===== src/rtl/ruas_pkg.sv =====
// shared constants, controller states and command/status structs
// for the rectangle union area sweep block; no dependencies
package ruas_pkg;

    localparam int DEF_Y_CELLS = 65536;
    localparam logic [15:0] COUNT_MAX = 16'hFFFF;
    localparam logic [31:0] AREA_MAX = 32'hFFFF_FFFF;

    typedef enum logic [9:0] {
        S_CLEAR = 10'b00_0000_0001,
        S_IDLE  = 10'b00_0000_0010,
        S_MUL   = 10'b00_0000_0100,
        S_SUM   = 10'b00_0000_1000,
        S_TOP   = 10'b00_0001_0000,
        S_RDL   = 10'b00_0010_0000,
        S_RDR   = 10'b00_0100_0000,
        S_WR    = 10'b00_1000_0000
    } state_t;

    typedef enum logic [1:0] {
        PH_ENTER = 2'd0,
        PH_LEFT  = 2'd1,
        PH_RIGHT = 2'd2
    } phase_t;

    typedef struct packed {
        logic clr_wr;
        logic load;
        logic mul;
        logic sum;
        logic start;
        logic push_left;
        logic push_right;
        logic rd_apply;
        logic rd_plain;
        logic cap_node;
        logic rd_left;
        logic cap_left;
        logic rd_right;
        logic wr_node;
        logic pop;
    } cmd_t;

    typedef struct packed {
        logic   clr_done;
        logic   walk_empty;
        logic   out_free;
        phase_t top_ph;
        logic   top_disjoint;
        logic   top_cover;
        logic   top_leaf;
        logic   last_frame;
    } status_t;

endpackage


===== src/rtl/ruas_ctrl.sv =====
// sequencer of the sweep block: clearing pass, area update, tree walk
// depends on ruas_pkg
module ruas_ctrl (
    input  logic              clk,
    input  logic              rst_n,
    input  logic              in_valid,
    output logic              in_ready,
    input  ruas_pkg::status_t st,
    output ruas_pkg::cmd_t    cmd
);

    ruas_pkg::state_t state_reg, state_next;

    always_ff @(posedge clk or negedge rst_n)
    begin
        if (!rst_n)
        begin
            state_reg <= ruas_pkg::S_CLEAR;
        end
        else
        begin
            state_reg <= state_next;
        end
    end

    always_comb
    begin
        state_next = state_reg;
        cmd = '0;
        in_ready = 1'b0;
        case (state_reg)
            ruas_pkg::S_CLEAR:
            begin
                cmd.clr_wr = 1'b1;
                if (st.clr_done)
                begin
                    state_next = ruas_pkg::S_IDLE;
                end
            end
            ruas_pkg::S_IDLE:
            begin
                in_ready = 1'b1;
                if (in_valid)
                begin
                    cmd.load = 1'b1;
                    state_next = ruas_pkg::S_MUL;
                end
            end
            ruas_pkg::S_MUL:
            begin
                cmd.mul = 1'b1;
                state_next = ruas_pkg::S_SUM;
            end
            ruas_pkg::S_SUM:
            begin
                if (st.out_free)
                begin
                    cmd.sum = 1'b1;
                    if (st.walk_empty)
                    begin
                        state_next = ruas_pkg::S_IDLE;
                    end
                    else
                    begin
                        cmd.start = 1'b1;
                        state_next = ruas_pkg::S_TOP;
                    end
                end
            end
            ruas_pkg::S_TOP:
            begin
                case (st.top_ph)
                    ruas_pkg::PH_ENTER:
                    begin
                        if (st.top_disjoint)
                        begin
                            cmd.pop = 1'b1;
                            state_next = st.last_frame ? ruas_pkg::S_IDLE : ruas_pkg::S_TOP;
                        end
                        else if (st.top_cover)
                        begin
                            cmd.rd_apply = 1'b1;
                            state_next = ruas_pkg::S_RDL;
                        end
                        else
                        begin
                            cmd.push_left = 1'b1;
                        end
                    end
                    ruas_pkg::PH_LEFT:
                    begin
                        cmd.push_right = 1'b1;
                    end
                    default:
                    begin
                        cmd.rd_plain = 1'b1;
                        state_next = ruas_pkg::S_RDL;
                    end
                endcase
            end
            ruas_pkg::S_RDL:
            begin
                cmd.cap_node = 1'b1;
                if (st.top_leaf)
                begin
                    state_next = ruas_pkg::S_WR;
                end
                else
                begin
                    cmd.rd_left = 1'b1;
                    state_next = ruas_pkg::S_RDR;
                end
            end
            ruas_pkg::S_RDR:
            begin
                cmd.cap_left = 1'b1;
                cmd.rd_right = 1'b1;
                state_next = ruas_pkg::S_WR;
            end
            ruas_pkg::S_WR:
            begin
                cmd.wr_node = 1'b1;
                cmd.pop = 1'b1;
                state_next = st.last_frame ? ruas_pkg::S_IDLE : ruas_pkg::S_TOP;
            end
            default:
            begin
                state_next = ruas_pkg::S_CLEAR;
            end
        endcase
    end

endmodule


===== config.mk =====
export PLATFORM = sky130hd
export DESIGN_NAME = ruas_ctrl
export DESIGN_NICKNAME = d
export VERILOG_FILES = /design/src/rtl/ruas_pkg.sv /design/src/rtl/ruas_ctrl.sv
export SDC_FILE = /design/constraint.sdc
export NUM_CORES = 1
export LEC_CHECK = 0
export BUFFER_PORTS_ARGS = -buffer_cell sky130_fd_sc_hd__buf_2
export CORE_MARGIN = 4
export CORE_UTILIZATION = 40
export DETAILED_ROUTE_END_ITERATION = 12
export HOLD_SLACK_MARGIN = 0.03
export MAX_ROUTING_LAYER = met4
export PLACE_DENSITY_LB_ADDON = 0.08
export SYNTH_ARGS = -nofsm -noshare
export SYNTH_HDL_FRONTEND = slang
export SYNTH_SLANG_ARGS = --single-unit
export TNS_END_PERCENT = 20

===== constraint.sdc =====
create_clock -name clk -period 1.8 [get_ports clk]
set_clock_uncertainty 0.15 [all_clocks]
set_input_delay 0.36 -clock clk [delete_from_list [all_inputs] [get_ports clk]]
set_output_delay 0.36 -clock clk [all_outputs]
set_load 0.01 [all_outputs]

Yosys cells after proc, flatten, opt, wreduce, memory -nomap -nowiden

Cells that the tools add are included.

Memory bits (writable): 0
Register bits: 10
Memories: 0
Input bits: 12
Bits in read-only memories: 0
Latch bits: 0

Multipliers: 0
Magnitude comparators: 0
Reduce and logical (&&, ||, !) cells: 3
Equal/unequal tests: 14
Shift-type cells: 0
Bitwise operators: 0
Add/sub/neg operators: 0
Divide/modulo/power cells: 0
Multiplexer cells: 34

Operators with widths:

| operator                                                                | count |
|---|---|
| 10-bit one-hot mux with 8 select lines                                  | 1 |
| 10-bit 2-to-1 mux                                                       | 5 |
| 10-bit one-hot mux with 2 select lines                                  | 1 |
| 1-bit 2-to-1 mux                                                        | 18 |
| 10-bit by 1-bit equality test with 1-bit output (second input constant) | 1 |
| 10-bit by 2-bit equality test with 1-bit output (second input constant) | 1 |
| 10-bit by 3-bit equality test with 1-bit output (second input constant) | 1 |
| 10-bit by 4-bit equality test with 1-bit output (second input constant) | 1 |
| 10-bit by 5-bit equality test with 1-bit output (second input constant) | 1 |
| 10-bit by 6-bit equality test with 1-bit output (second input constant) | 1 |
| 10-bit by 7-bit equality test with 1-bit output (second input constant) | 1 |
| 10-bit by 8-bit equality test with 1-bit output (second input constant) | 1 |
| 5-bit 2-to-1 mux                                                        | 2 |
| 2-bit 2-to-1 mux                                                        | 4 |
| 8-bit 2-to-1 mux                                                        | 1 |
| 2-bit != test (second input constant)                                   | 4 |
| 5-bit AND reduction                                                     | 1 |
| 4-bit 2-to-1 mux                                                        | 1 |
| 4-bit != test (second input constant)                                   | 1 |
| 2-bit by 1-bit equality test with 1-bit output (second input constant)  | 1 |
| 2-bit zero test                                                         | 1 |
| 1-bit one-hot mux with 2 select lines                                   | 1 |
| 2-bit OR reduction                                                      | 1 |

Depth between registers and ports, before layout

Depth in word-level cells: 4
Depth in mapped cells: 5

Worst setup path after synthesis

No wires, ideal clock.

Path kind: register to output
Start: register state_reg[1]
End: output port cmd[9] in the netlist's numbering
Buffers on the path: 0
Stages on the path, launching flop included: 5
Arrival time: 1.440 ns
Setup slack: -0.150 ns
Cell sequence: dfrtp_1 nor4b_1 nand2_1 nor4_1 nor2b_1

RTL lines:

| item                     | RTL line        | RTL |
|---|---|---|
| start: declaration       | ruas_ctrl.sv:12 | `ruas_pkg::state_t state_reg, state_next;` |
| start signal: assignment | ruas_ctrl.sv:18 | `state_reg <= ruas_pkg::S_CLEAR;` |
| start signal: assignment | ruas_ctrl.sv:22 | `state_reg <= state_next;` |
| end: declaration         | ruas_ctrl.sv:9  | `output ruas_pkg::cmd_t cmd` |

==> metrics.txt <==
multi-input logic area=about 440 sq um; io pins=28; Yosys warning count=0; Sw Ratio=0.360; Fin Setup TNS=-5290 ps; Post-Syn Area=599 sq um; top post-synthesis cells by area=dfrtp_1 29%, nor4_4 7.1%, nor2_1 6.3%, nand4b_1 5.8%, dfstp_2 4.4%; Post-synth top flop=dfrtp_1; hold depth=2; RSZ-0062 raised after global routing=yes; worst-case reg-to-reg path depth=7; Syn Nets=77; max-slew violation count=0; Worst path slowest cell=dfrtp_1; I/O Buffers=27; Worst Setup Slack, final=-403 ps; final net count=about 140; Root Buffer=clkbuf_4; global-route wire length before repair=approximately 3100 um; GR Overflow Total=0; worst-path fanout max=4; Peak VDD IR=approximately 590 uV; DR pass1 iterations=4; fin crit period=approximately 2200 ps; combinational fraction of design power=0.562; vias in the first global route=around 700; crit start category=flip-flop; Core Region=about 1400 sq um; failing checks=setup timing; DR WL/cell=about 15 um; largest net degree at the start of global routing=9; Leakage=0.000576 uW; Chip Width=46.7 um; Int Pwr=590 uW; H-tree depth=1; Hold Path Origin=st[1]; gr usage total=0.206; Sequential Power Share=0.283; Fmax=roughly 450 MHz; DRC Markers=0; post-route cell area=around 1100 sq um; clock latency on the worst-skew pair=between 200 and 300 ps; type of the worst setup path=flip-flop to primary output; GPL Wtd Cong=0.765; critical path's largest stage delay=410 ps; fillers=89; clk slew on worst S/H paths=60 ps; # diodes=0; synthesis-to-layout area growth=84.1%; Final Hold Vio Count=0; Placed Area=approximately 900 sq um; Avg Vias per Cell=about 5.3; Yosys cell types=28; Num CTS Buffers=3; MaxCap Viol Count=0; Worst Path Arrival=roughly 1700 ps; CTS tree=done; Tightest Pin Transition=between 300 and 400 ps; FF-to-FF End=state_reg[1]; Worst R2R Setup Slack=-130 ps; synthesis-stage register bit count=8; layout cell share with drive strength beyond 1=0.639; sequential-to-total area share from yosys stat=0.336; reg2reg start=state_reg[5]; Mean Syn Cell Area=9.22 sq um; Tcrit/Tclk final=1.22; Synth top area share=0.292; Clk pwr share=0.154; Final setup viols=20; Mapped Cells=65; total die area=around 2200 sq um; Hold Path Class=primary input to flip-flop; Crit. End Element=primary output; Req. time, crit path=between 1000 and 1500 ps; hpwl dp=1430 um; sequential cell area=between 200 and 250 sq um; power density over the cells=835 nW/um^2; crit-path cells=nor4_4 > buf_4 > and4b_2 > nor2b_4 > buf_6; DR vias=approximately 730; Worst slew margin=0.749; Routed Wire Length=roughly 2000 um; Initial Util=0.444; Hold Path End=state_reg[6]; Yosys top cell by area=dfrtp_1; ys async rst share=1.00; clk sinks=8; Initial DRC Count=13; max reg flops=8; clk buf depth=2; status=finished with violations; Switching Power=331 uW; initial antenna violation count=0; Post-synth EDFFs=0; Die Y=46.7 um; post-route antenna net violation count=0; Cell Rows=13
==> placed cells by master, fill, tap and decap left out, drive strengths merged, types with 4 or more instances in the layout <==
cell type / n
buf: 53
inv: 7
nand2: 4
nand4b: 5
o21ai: 4
dfrtp: 7
nor2: 10
clkbuf: 4
==> area by class of cell <==
| class | count | area share |
|---|---|---|
| clock buffers | 4 | 0.0238 |
| flip-flops and latches | 8 | 0.185 |
| inverters | 7 | 0.0238 |
| well taps | 15 | 0.0170 |
| multi-input cells | 49 | 0.400 |
| repair buffers | 54 | 0.350 |
==> power by group through the flow <==
stage	clock (uW)	combinational (uW)	sequential, uW
6_report	142	518	261
5_1_grt	158	551	268
4_1_cts	149	431	258
3_5_place_dp	0	394	253
3_3_place_gp	0	385	252
2_1_floorplan	0	219	261
==> worst max-delay path by stage <==
stage                            start       to  cells after the start
after global routing      state_reg[3]  cmd[13]                      6
after detailed placement  state_reg[3]   cmd[9]                      5
after global placement    state_reg[3]   cmd[9]                      5
after CTS                 state_reg[1]   cmd[9]                      5
after floorplan           state_reg[3]  cmd[13]                      4
final                     state_reg[3]   cmd[4]                      5
==> metrics by stage <==
stage                     worst slack, ps  utilization  hold slack, ps  cells  power, uW
after floorplan                     -7.24            -           -85.6     65        480
after global placement              -68.4        0.665            54.2    122        637
after detailed placement             -135        0.665            59.0    122        647
after CTS                            -386        0.746             165    132        839
after global routing                 -474        0.817             177    137        977
final                                -403        0.817             176    137        921
==> worst max-delay path: cells and delay by family (launching register included) <==
kind	cells	cell delay [ps]
flip-flops	1	410
AND/OR/NAND/NOR	3	740
buffers and inverters	2	290
==> cells in the mapped netlist (2+ instances only) <==
master and instances:
nor2_1 10, dfrtp_1 7, inv_1 7, nand2_1 4
nand4b_1 4, and2_1 3, nor2b_1 3, nor3b_1 3
a21oi_1 2, and4b_1 2, nor4_4 2, o21ai_0 2
==> cell families after synthesis <==
kind of cell / after synthesis / synth area share
simple gates: 37 / 0.455
buf+inv: 8 / 0.0564
compound gates: 12 / 0.152
flops: 8 / 0.336
==> routing by layer <==
metal | track usage | part of all wire
met5 | - | 0
met4 | 0.0552 | 0.0069
met3 | 0.0234 | 0.049
met2 | 0.343 | 0.52
met1 | 0.262 | 0.42
==> timing repair <==
action	CTS	global route
buffers inserted	5	5
cloned	0	0
resized for setup	7	11
pin swaps	9	11
endpoints found under the hold margin	8	0
hold buffers	1	0
endpoints found under the setup margin	18	21
No activity file was read; power rests on OpenSTA's default activity.
